--- src/rtl/dlps_pkg.sv ---
`timescale 1ns / 1ps

package dlps_pkg;

  localparam int RUN_FIELDS_DEF = 8;
  localparam int PAT_W = 32;
  localparam int PAT_NIBBLES = PAT_W / 4;
  localparam int SLOT_W = 8;
  localparam int BLINK_W = 8;
  localparam int DELAY_W = 16;
  localparam int HOLD_W = 8;
  localparam logic [HOLD_W-1:0] HOLD_RESET = 8'd10;
  localparam logic [BLINK_W-1:0] BLINK_STEADY = 8'hff;
  localparam logic [PAT_W-1:0] BLINK_MASK = 32'h12;
  localparam logic [SLOT_W-1:0] BLINK_PERIOD = 8'd3;
  localparam logic [SLOT_W-1:0] STEADY_PERIOD = 8'd1;

  typedef enum logic [2:0] {
    OP_TICK    = 3'd0,
    OP_PATTERN = 3'd1,
    OP_BLINKS  = 3'd2,
    OP_STEADY  = 3'd3,
    OP_PAUSE   = 3'd4,
    OP_DELAY   = 3'd5
  } op_e;

  typedef enum logic [1:0] {
    KIND_ZERO  = 2'd0,
    KIND_ONE   = 2'd1,
    KIND_PAT   = 2'd2,
    KIND_BLINK = 2'd3
  } kind_e;

  typedef struct packed {
    logic [2:0]         opcode;
    logic [PAT_W-1:0]   primary_pattern;
    logic [PAT_W-1:0]   secondary_pattern;
    logic [BLINK_W-1:0] primary_blinks;
    logic [BLINK_W-1:0] secondary_blinks;
    logic               flag;
    logic [DELAY_W-1:0] delay_slots;
  } dlps_in_t;

  typedef struct packed {
    logic primary_on;
    logic secondary_on;
    logic delaying;
    logic paused_now;
  } dlps_out_t;

endpackage

--- src/rtl/dual_led_pattern_sequencer_top.sv ---
`timescale 1ns / 1ps

// Channel   Direction  Handshake                 Word
// input     in         in_valid_i / in_stall_o   in_word_i   (dlps_in_t)
// output    out        out_valid_o / out_stall_i out_word_o  (dlps_out_t)
// config    in         cfg_we_i                  cfg_wdata_i (holdoff slots)
//
// One word is taken at a time. A non-pattern event is handled in steps: the event is
// applied, the blink state is evaluated, the bit-serial slot modulo and the nibble
// walker run, and then the result is registered.
// While paused the modulo and the walker are skipped;
// a pattern event adds the nibble-serial compare and period sum.
// Reset is asynchronous and active low and needs no clearing pass.
// A stalled result holds in the output register; the next word is taken meanwhile.

module dual_led_pattern_sequencer_top #(
  parameter int RUN_FIELDS = dlps_pkg::RUN_FIELDS_DEF
) (
  input  logic                clk_i,
  input  logic                rst_ni,
  input  logic                in_valid_i,
  output logic                in_stall_o,
  input  dlps_pkg::dlps_in_t  in_word_i,
  output logic                out_valid_o,
  input  logic                out_stall_i,
  output dlps_pkg::dlps_out_t out_word_o,
  input  logic                cfg_we_i,
  input  logic [7:0]          cfg_wdata_i
);

  import dlps_pkg::*;

  localparam int IdxW = $clog2(PAT_NIBBLES);
  localparam int CntW = $clog2(PAT_NIBBLES + 1);
  localparam int Fields = (RUN_FIELDS < PAT_NIBBLES) ? RUN_FIELDS : PAT_NIBBLES;
  localparam logic [CntW-1:0] FieldsLim = CntW'(Fields);
  localparam logic [IdxW-1:0] ScanLast = IdxW'(PAT_NIBBLES - 1);
  localparam logic [IdxW-1:0] DivLast = IdxW'(SLOT_W - 1);

  typedef enum logic [6:0] {
    ST_IDLE   = 7'b0000001,
    ST_SCAN   = 7'b0000010,
    ST_COMMIT = 7'b0000100,
    ST_EVAL   = 7'b0001000,
    ST_MOD    = 7'b0010000,
    ST_WALK   = 7'b0100000,
    ST_FINISH = 7'b1000000
  } state_e;

  state_e state_q, state_d;

  logic [1:0][PAT_W-1:0]   pattern_q, pattern_d;
  logic [1:0][CntW-1:0]    cnt_q, cnt_d;
  logic [1:0]              pzero_q, pzero_d;
  logic [1:0]              pone_q, pone_d;
  logic [1:0][SLOT_W-1:0]  period_q, period_d;
  logic [1:0][BLINK_W-1:0] blink_q, blink_d;
  logic [1:0]              flags_q, flags_d;
  logic [1:0][SLOT_W-1:0]  slot_q, slot_d;
  logic [DELAY_W-1:0]      delay_q, delay_d;
  logic [HOLD_W-1:0]       hold_q, hold_d;
  logic [1:0]              pins_q, pins_d;
  logic                    pause_q, pause_d;
  logic                    plevel_q, plevel_d;
  logic [HOLD_W-1:0]       holdcfg_q, holdcfg_d;
  logic                    out_valid_q, out_valid_d;
  logic [IdxW-1:0]         idx_q, idx_d;

  dlps_in_t                req_q, req_d;
  dlps_out_t               out_q, out_d;
  logic [1:0][PAT_W-1:0]   newpat_q, newpat_d;
  logic                    diff_q, diff_d;
  logic [1:0][SLOT_W-1:0]  sum_q, sum_d;
  logic [1:0]              hi_q, hi_d;
  logic [1:0]              nz_q, nz_d;
  logic [1:0][CntW-1:0]    top_q, top_d;
  logic [1:0][SLOT_W-1:0]  div_rem_q, div_rem_d;
  logic [1:0][SLOT_W-1:0]  div_sr_q, div_sr_d;
  logic [1:0][SLOT_W-1:0]  div_d_q, div_d_d;
  kind_e                   kind_q [2];
  kind_e                   kind_d [2];
  logic [1:0][PAT_W-1:0]   w_sr_q, w_sr_d;
  logic [1:0][CntW-1:0]    w_k_q, w_k_d;
  logic [1:0][CntW-1:0]    w_cnt_q, w_cnt_d;
  logic [1:0][SLOT_W-1:0]  w_next_q, w_next_d;
  logic [1:0]              w_phase_q, w_phase_d;
  logic [1:0]              w_done_q, w_done_d;
  logic [1:0]              w_lit_q, w_lit_d;

  logic                    restart;
  logic [1:0]              newb;
  logic [1:0]              ended;
  logic [1:0]              pins_n;
  logic [HOLD_W-1:0]       hold_n;
  logic [1:0][SLOT_W-1:0]  per;
  logic [1:0][3:0]         nib_new;
  logic [1:0][3:0]         nib_old;
  logic [1:0][SLOT_W:0]    div_t;
  logic [1:0][CntW-1:0]    k_inc;
  logic [1:0][PAT_W-1:0]   w_src;

  assign in_stall_o  = (state_q != ST_IDLE);
  assign out_valid_o = out_valid_q;
  assign out_word_o  = out_q;

  always_comb begin
    state_d     = state_q;
    pattern_d   = pattern_q;
    cnt_d       = cnt_q;
    pzero_d     = pzero_q;
    pone_d      = pone_q;
    period_d    = period_q;
    blink_d     = blink_q;
    flags_d     = flags_q;
    slot_d      = slot_q;
    delay_d     = delay_q;
    hold_d      = hold_q;
    pins_d      = pins_q;
    pause_d     = pause_q;
    plevel_d    = plevel_q;
    holdcfg_d   = holdcfg_q;
    out_valid_d = out_valid_q & out_stall_i;
    idx_d       = idx_q;
    req_d       = req_q;
    out_d       = out_q;
    newpat_d    = newpat_q;
    diff_d      = diff_q;
    sum_d       = sum_q;
    hi_d        = hi_q;
    nz_d        = nz_q;
    top_d       = top_q;
    div_rem_d   = div_rem_q;
    div_sr_d    = div_sr_q;
    div_d_d     = div_d_q;
    kind_d      = kind_q;
    w_sr_d      = w_sr_q;
    w_k_d       = w_k_q;
    w_cnt_d     = w_cnt_q;
    w_next_d    = w_next_q;
    w_phase_d   = w_phase_q;
    w_done_d    = w_done_q;
    w_lit_d     = w_lit_q;
    restart     = 1'b0;
    newb        = {(blink_q[1] != '0), (blink_q[0] != '0)};
    ended       = flags_q & ~newb;
    pins_n      = pins_q & ~newb;
    hold_n      = hold_q;
    per         = period_q;
    k_inc       = '0;
    w_src       = '0;
    div_t       = '0;
    for (int p = 0; p < 2; p++) begin
      nib_new[p] = newpat_q[p][3:0];
      nib_old[p] = pattern_q[p][3:0];
    end

    if (cfg_we_i) begin
      holdcfg_d = cfg_wdata_i;
    end

    unique case (state_q)
      ST_IDLE: begin
        if (in_valid_i) begin
          req_d   = in_word_i;
          state_d = ST_EVAL;
          unique case (in_word_i.opcode)
            OP_TICK: begin
              if (delay_q != '0) begin
                delay_d = delay_q - 1'b1;
                if (delay_q == DELAY_W'(1)) begin
                  restart = 1'b1;
                end
              end
              if (hold_q != '0) begin
                hold_d = hold_q - 1'b1;
                if (hold_q == HOLD_W'(1)) begin
                  pins_d  = '0;
                  restart = 1'b1;
                end
              end
              for (int p = 0; p < 2; p++) begin
                slot_d[p] = restart ? '0 : slot_q[p] + 1'b1;
              end
            end
            OP_PATTERN: begin
              newpat_d = {in_word_i.secondary_pattern, in_word_i.primary_pattern};
              idx_d    = '0;
              diff_d   = 1'b0;
              sum_d    = '0;
              hi_d     = '0;
              nz_d     = '0;
              top_d    = '0;
              state_d  = ST_SCAN;
            end
            OP_BLINKS: begin
              blink_d = {in_word_i.secondary_blinks, in_word_i.primary_blinks};
            end
            OP_STEADY: begin
              blink_d[0] = in_word_i.flag ? BLINK_STEADY : '0;
            end
            OP_PAUSE: begin
              pause_d = in_word_i.flag;
            end
            OP_DELAY: begin
              delay_d = in_word_i.delay_slots;
              if (in_word_i.delay_slots == '0) begin
                slot_d = '0;
              end
            end
            default: begin
            end
          endcase
        end
      end

      ST_SCAN: begin
        for (int p = 0; p < 2; p++) begin
          if (nib_new[p] != nib_old[p]) begin
            diff_d = 1'b1;
          end
          if ({1'b0, idx_q} < FieldsLim) begin
            sum_d[p] = sum_q[p] + {4'b0, nib_new[p]};
            if (nib_new[p] != '0) begin
              top_d[p] = {1'b0, idx_q} + 1'b1;
            end
          end
          if (idx_q == '0) begin
            hi_d[p] = hi_q[p] | (nib_new[p][3:1] != '0);
          end else begin
            hi_d[p] = hi_q[p] | (nib_new[p] != '0);
          end
          nz_d[p]      = nz_q[p] | (nib_new[p] != '0);
          newpat_d[p]  = {nib_new[p], newpat_q[p][PAT_W-1:4]};
          pattern_d[p] = {nib_old[p], pattern_q[p][PAT_W-1:4]};
        end
        idx_d = idx_q + 1'b1;
        if (idx_q == ScanLast) begin
          state_d = ST_COMMIT;
        end
      end

      ST_COMMIT: begin
        delay_d = '0;
        if (diff_q) begin
          blink_d   = '0;
          pattern_d = newpat_q;
          cnt_d     = top_q;
          slot_d    = '0;
          for (int p = 0; p < 2; p++) begin
            pzero_d[p] = ~nz_q[p];
            pone_d[p]  = nz_q[p] & ~hi_q[p];
            if (hi_q[p]) begin
              period_d[p] = sum_q[p];
            end
          end
        end
        state_d = ST_EVAL;
      end

      ST_EVAL: begin
        if (pause_q) begin
          w_done_d  = 2'b11;
          w_lit_d   = {1'b0, plevel_q};
          kind_d[0] = KIND_ZERO;
          kind_d[1] = KIND_ZERO;
          state_d   = ST_FINISH;
        end else begin
          if (pins_n == '0) begin
            hold_n = '0;
          end
          if (newb != flags_q) begin
            if ((ended != '0) && (holdcfg_q != '0)) begin
              pins_n = pins_n | ended;
              hold_n = holdcfg_q;
            end
            restart = 1'b1;
          end
          flags_d = newb;
          pins_d  = pins_n;
          hold_d  = hold_n;
          for (int p = 0; p < 2; p++) begin
            if (blink_q[p] == BLINK_STEADY) begin
              kind_d[p] = KIND_ONE;
              per[p]    = STEADY_PERIOD;
            end else if (newb[p]) begin
              kind_d[p] = KIND_BLINK;
              per[p]    = BLINK_PERIOD;
            end else if ((delay_q != '0) || pzero_q[p]) begin
              kind_d[p] = KIND_ZERO;
            end else if (pone_q[p]) begin
              kind_d[p] = KIND_ONE;
            end else begin
              kind_d[p] = KIND_PAT;
            end
            if (!newb[p] && pins_n[p]) begin
              kind_d[p] = KIND_ZERO;
            end
            div_d_d[p]   = (per[p] == '0) ? SLOT_W'(1) : per[p];
            div_sr_d[p]  = restart ? '0 : slot_q[p];
            div_rem_d[p] = '0;
          end
          if (newb == 2'b01) begin
            kind_d[1] = KIND_ZERO;
          end else if (newb == 2'b10) begin
            kind_d[0] = KIND_ZERO;
          end
          idx_d   = '0;
          state_d = ST_MOD;
        end
      end

      ST_MOD: begin
        for (int p = 0; p < 2; p++) begin
          div_t[p] = {div_rem_q[p], div_sr_q[p][SLOT_W-1]};
          if (div_t[p] >= {1'b0, div_d_q[p]}) begin
            div_t[p] = div_t[p] - {1'b0, div_d_q[p]};
          end
          div_rem_d[p] = div_t[p][SLOT_W-1:0];
          div_sr_d[p]  = {div_sr_q[p][SLOT_W-2:0], 1'b0};
          w_src[p]     = (kind_q[p] == KIND_BLINK) ? BLINK_MASK : pattern_q[p];
        end
        idx_d = idx_q + 1'b1;
        if (idx_q == DivLast) begin
          for (int p = 0; p < 2; p++) begin
            slot_d[p]    = div_t[p][SLOT_W-1:0];
            w_sr_d[p]    = w_src[p];
            w_cnt_d[p]   = (kind_q[p] == KIND_BLINK) ? CntW'(2) : cnt_q[p];
            w_next_d[p]  = {4'b0, w_src[p][3:0]};
            w_k_d[p]     = '0;
            w_phase_d[p] = 1'b0;
            w_done_d[p]  = (kind_q[p] == KIND_ZERO) || (kind_q[p] == KIND_ONE);
            w_lit_d[p]   = (kind_q[p] == KIND_ONE);
          end
          state_d = ST_WALK;
        end
      end

      ST_WALK: begin
        for (int p = 0; p < 2; p++) begin
          k_inc[p] = w_k_q[p] + 1'b1;
          if (!w_done_q[p]) begin
            if (w_next_q[p] <= slot_q[p]) begin
              if (k_inc[p] >= w_cnt_q[p]) begin
                w_done_d[p] = 1'b1;
                w_lit_d[p]  = 1'b0;
              end else begin
                w_sr_d[p]    = {4'b0, w_sr_q[p][PAT_W-1:4]};
                w_next_d[p]  = w_next_q[p] + {4'b0, w_sr_q[p][7:4]};
                w_phase_d[p] = ~w_phase_q[p];
                w_k_d[p]     = k_inc[p];
              end
            end else begin
              w_done_d[p] = 1'b1;
              w_lit_d[p]  = ~w_phase_q[p];
            end
          end
        end
        if (w_done_q == 2'b11) begin
          state_d = ST_FINISH;
        end
      end

      ST_FINISH: begin
        if (!out_valid_q || !out_stall_i) begin
          out_d.primary_on   = w_lit_q[0];
          out_d.secondary_on = w_lit_q[1];
          out_d.delaying     = (delay_q != '0);
          out_d.paused_now   = pause_q;
          out_valid_d        = 1'b1;
          plevel_d           = w_lit_q[0];
          for (int p = 0; p < 2; p++) begin
            if ((req_q.opcode == OP_TICK) && !w_lit_q[p] &&
                ((kind_q[p] == KIND_PAT) || (kind_q[p] == KIND_BLINK)) &&
                (blink_q[p] != '0) && (blink_q[p] != BLINK_STEADY)) begin
              blink_d[p] = blink_q[p] - 1'b1;
            end
          end
          state_d = ST_IDLE;
        end
      end

      default: begin
        state_d = ST_IDLE;
      end
    endcase
  end

  always_ff @(posedge clk_i or negedge rst_ni) begin
    if (!rst_ni) begin
      state_q     <= ST_IDLE;
      pattern_q   <= '0;
      cnt_q       <= '0;
      pzero_q     <= 2'b11;
      pone_q      <= '0;
      period_q    <= '0;
      blink_q     <= '0;
      flags_q     <= '0;
      slot_q      <= '0;
      delay_q     <= '0;
      hold_q      <= '0;
      pins_q      <= '0;
      pause_q     <= 1'b0;
      plevel_q    <= 1'b1;
      holdcfg_q   <= HOLD_RESET;
      out_valid_q <= 1'b0;
      idx_q       <= '0;
      w_done_q    <= '0;
    end else begin
      state_q     <= state_d;
      pattern_q   <= pattern_d;
      cnt_q       <= cnt_d;
      pzero_q     <= pzero_d;
      pone_q      <= pone_d;
      period_q    <= period_d;
      blink_q     <= blink_d;
      flags_q     <= flags_d;
      slot_q      <= slot_d;
      delay_q     <= delay_d;
      hold_q      <= hold_d;
      pins_q      <= pins_d;
      pause_q     <= pause_d;
      plevel_q    <= plevel_d;
      holdcfg_q   <= holdcfg_d;
      out_valid_q <= out_valid_d;
      idx_q       <= idx_d;
      w_done_q    <= w_done_d;
    end
  end

  always_ff @(posedge clk_i) begin
    req_q     <= req_d;
    out_q     <= out_d;
    newpat_q  <= newpat_d;
    diff_q    <= diff_d;
    sum_q     <= sum_d;
    hi_q      <= hi_d;
    nz_q      <= nz_d;
    top_q     <= top_d;
    div_rem_q <= div_rem_d;
    div_sr_q  <= div_sr_d;
    div_d_q   <= div_d_d;
    kind_q    <= kind_d;
    w_sr_q    <= w_sr_d;
    w_k_q     <= w_k_d;
    w_cnt_q   <= w_cnt_d;
    w_next_q  <= w_next_d;
    w_phase_q <= w_phase_d;
    w_lit_q   <= w_lit_d;
  end

endmodule
--- config.mk ---
export PLATFORM = sky130hd
export DESIGN_NAME = dual_led_pattern_sequencer_top
export DESIGN_NICKNAME = d
export VERILOG_FILES = /design/src/rtl/dlps_pkg.sv /design/src/rtl/dual_led_pattern_sequencer_top.sv
export SDC_FILE = /design/constraint.sdc
export NUM_CORES = 1
export LEC_CHECK = 0
export BUFFER_PORTS_ARGS = -buffer_cell sky130_fd_sc_hd__clkbuf_2
export CAP_MARGIN = 20
export CELL_PAD_IN_SITES_DETAIL_PLACEMENT = 1
export CELL_PAD_IN_SITES_GLOBAL_PLACEMENT = 1
export CORE_ASPECT_RATIO = 1.5
export CORE_UTILIZATION = 31
export DETAILED_ROUTE_END_ITERATION = 7
export GPL_TIMING_DRIVEN = 0
export PLACE_DENSITY = 0.61
export SLEW_MARGIN = 0
export SYNTH_ARGS = -nofsm -noshare
export SYNTH_HDL_FRONTEND = slang
export SYNTH_SLANG_ARGS = --single-unit
export TNS_END_PERCENT = 50
--- constraint.sdc ---
create_clock -name clk_i -period 7.65 [get_ports clk_i]
set_input_delay 0.765 -clock clk_i [delete_from_list [all_inputs] [get_ports clk_i]]
set_output_delay 0.765 -clock clk_i [all_outputs]
set_load 0.005 [all_outputs]
==> impl_metrics.csv <==
group,metric,value,unit
pwr,finalPower,7010,µW
critical_path,crit_path_top_delay_cell,"nor4_1",
sta,max_freq,0.225,GHz
yosys,yosys-top-cells-area,"edfxtp_1 34%, dfrtp_1 20%, nand2_1 7.6%, ha_1 4.3%, o21ai_0 4.0%",
place,hpwlAfterDp,51.7,mm
sta,drv_slew,0,
sta,fin_crit_sh,58.2,%
yosys,yosys_warnings,0,
routing,drt_iter0_drc,707,
layout,regArea,11700,µm²
yosys,synth_ff_type,"edfxtp_1",
yosys,synth-compound-area-share,12.2,%
place,io_buffers,117,
sta,rsz0062_at_grt,"no",
yosys,synth-seq-cells,419,
yosys,synth-simple-area-share,19.1,%
cts,cts_setup_buffers,0,
yosys,synth_commonest_cells,"438 x nand2_1, 244 x edfxtp_1, 173 x o21ai_0",
yosys,ys_seq_area_share,54.2,%
sta,finalWorstSetupSlack,3200,ps
cts,cts_tree,"built",
flow_run,drv_cap,0,
yosys,yosysUniqueCellTypes,79,
critical_path,arrival,4940,ps
floorplan,initial_core_util,31.4,%
routing,drtPass1Iterations,5,
floorplan,die_h,325,µm
cts,worst_skew_pair.late_latency,590,ps
sta,fin_worst_skew,23.6,ps
layout,multi_input_area,9180,µm²
sta,period_needed,4450,ps
floorplan,num_rows,118,
cts,clkTransAtPathRegs,60,ps
cts,clk_path_buf_depth,3,
yosys,synth_cells,2154,
layout,drive_gt1_share,10.6,%
cts,cts_buffers,43,
cts,root_buffer,"clkbuf_16",
yosys,syn_area,21600,µm²
critical_path,crit_required,8140,ps
global_routing,overflow,0,
layout,fill_cells,7826,
routing,antenna_left,0,
routing,viasPerCell,5.16,
global_routing,grt_pass1_wl,106,mm
critical_path,setup.worst_path.end_class,"flip-flop",
layout,diodes,0,
global_routing,track_usage,19.4,%
sta,worst_slew_pin_slew,1020,ps
yosys,yosys.area.top_type,"edfxtp_1",
critical_path,start_kind,"flip-flop",
sta,worst_hold_slack,95.1,ps
yosys,synthMuxAreaShare,4.31,%
floorplan,ios,119,
min_path,hold_path_class,"in -> async",
global_routing,grt_max_degree,73,
yosys,synth-edff-count,244,
yosys,synth_top_family_by_area,"simple AND/OR/NAND/NOR gates",
place,post-place-ws,3190,ps
yosys,syn_area_per_cell,10.0,µm²
layout,utilization,36.2,%
pwr,power_leakage,0.0109,µW
pwr,power_density,281,nW/µm²
cts,htree_levels,2,
critical_path,worstSetupPathType,"reg -> reg",
place,gp_congestion,0.869,
yosys,synthArstFlopShare,41.8,%
pwr,ir_drop,0.149,mV
sta,setup_viol,0,
global_routing,grt_pass1_vias,18197,
sta,setup_tns,0,ps
critical_path,slowest_delay,560,ps
cts,cts_resized,0,
critical_path,crit_chain,"nor4_1 > nand4b_1 > inv_1 > clkbuf_1 > ha_1 > and2_1 > clkbuf_1 > a21oi_1 > o21ai_0 > nor2_1 > a22oi_1 > o21ai_0",
routing,drcViolationCount,0,
yosys,synth_nets,2348,
yosys,synthAdderAreaFrac,4.90,%
status,status,"completed",
routing,wl,67.6,mm
global_routing,antenna_found_initial,0,
layout,final_nets,2519,
yosys,synth-xor-area-share,1.74,%
floorplan,die-area,70800,µm²
cts,cts_sinks,419,
sta,finalHoldViolCount,0,
critical_path,critPathMaxFanout,10,
routing,vias,16796,
sta,relSlewSlack,32.1,%
yosys,yosys.area.top_type_share,33.9,%
floorplan,fp.dieW,218,µm
yosys,yosysMostFrequentCell,"nand2_1",
cts,cts.hold.buffers_added,0,
floorplan,core,68900,µm²
routing,post_drt_wl_per_cell,20.8,µm
layout,area_growth,15.4,%
## cells in the final DEF, fill, tap and decap left out, drive strengths merged, types with 32 or more instances in the layout
master,Yosys,final
nand2,438,438
clkbuf,84,265
edfxtp,244,244
o21ai,174,174
dfrtp,169,169
nor2,118,118
nand3,107,107
inv,88,89
a21oi,87,87
ha,75,75
mux2i,66,66
nor3,38,38
buf,26,35
and2,34,34
xor2,32,32
## where the power goes
group	internal [µW]	switching (µW)	leakage, µW
combinational	676	1220	0.00552
sequential	2710	250	0.00475
clock	1240	918	0.000667
## per-stage QoR
stage          area [µm²]  instances
6_report            25000       3258
5_1_grt             25000       3258
4_1_cts             25000       3258
3_5_place_dp        23600       3180
3_3_place_gp        23300       3171
2_1_floorplan       21600       2154
## sequential cells by signal, indices dropped and copies added, names as in the netlist, 16 cells and up
signal	count
newpat_q	64
pattern_q	56
w_sr_q	56
blink_q	16
delay_q	16
div_d_q	16
div_rem_q	16
div_sr_q	16
period_q	16
slot_q	16
sum_q	16
w_next_q	16
## kinds of logic after synthesis
| logic type | count (synthesis) |
|---|---|
| AND/OR/NAND/NOR | 896 |
| AO/OA/AOI/OAI | 426 |
| flip-flops | 419 |
| buffers and inverters | 199 |
| multiplexers | 90 |
| adder cells (fa/ha/maj) | 81 |
| XOR/XNOR | 43 |
## routing by layer
metal / GRT usage [%] / routed length (µm) / vias to the layer above
met5: 0 / 0 / -
met4: 8.11 / 2740 / 0
met3: 2.17 / 1590 / 106
met2: 37.1 / 37100 / 256
met1: 21.3 / 26200 / 8411
li1: - / - / 8023
## worst paths after layout
path                                   startpoint                        to  slack, ps  depth (start not counted)
max reg2reg                blink_q[5]$_DFFE_PN0P_     hold_q[6]$_DFFE_PN0P_       3200                         12
min reg2reg                   pause_q$_DFFE_PN0P_   out_word_o[0]$_DFFE_PP_        450                          0
max in group asynchronous                  rst_ni  pattern_q[4]$_DFFE_PN0P_       6430                          3
max                        blink_q[5]$_DFFE_PN0P_     hold_q[6]$_DFFE_PN0P_       3200                         12
min in group clk_i                  in_word_i[98]       req_q[98]$_DFFE_PP_        400                          1
min                                        rst_ni    blink_q[1]$_DFFE_PN0P_        100                          1
## critical path, delay by kind of cell (launching register included)
family	cells	cell delay (ps)
simple gates	4	1680
buf+inv	3	990
compound gates	4	950
flops	1	420
fa+ha+maj	1	320
## final cells by class
| type | count | share of cell area, % |
|---|---|---|
| Clock inverter | 14 | 0.807 |
| Clock buffer | 64 | 4.75 |
| Inverter | 89 | 1.36 |
| Multi-Input combinational cell | 1536 | 36.8 |
| Buffer | 110 | 1.77 |
| Timing Repair Buffer | 126 | 3.09 |
| Tap cell | 900 | 4.51 |
| Sequential cell | 419 | 46.9 |
Note: power is estimated with default switching activity, not from simulation.
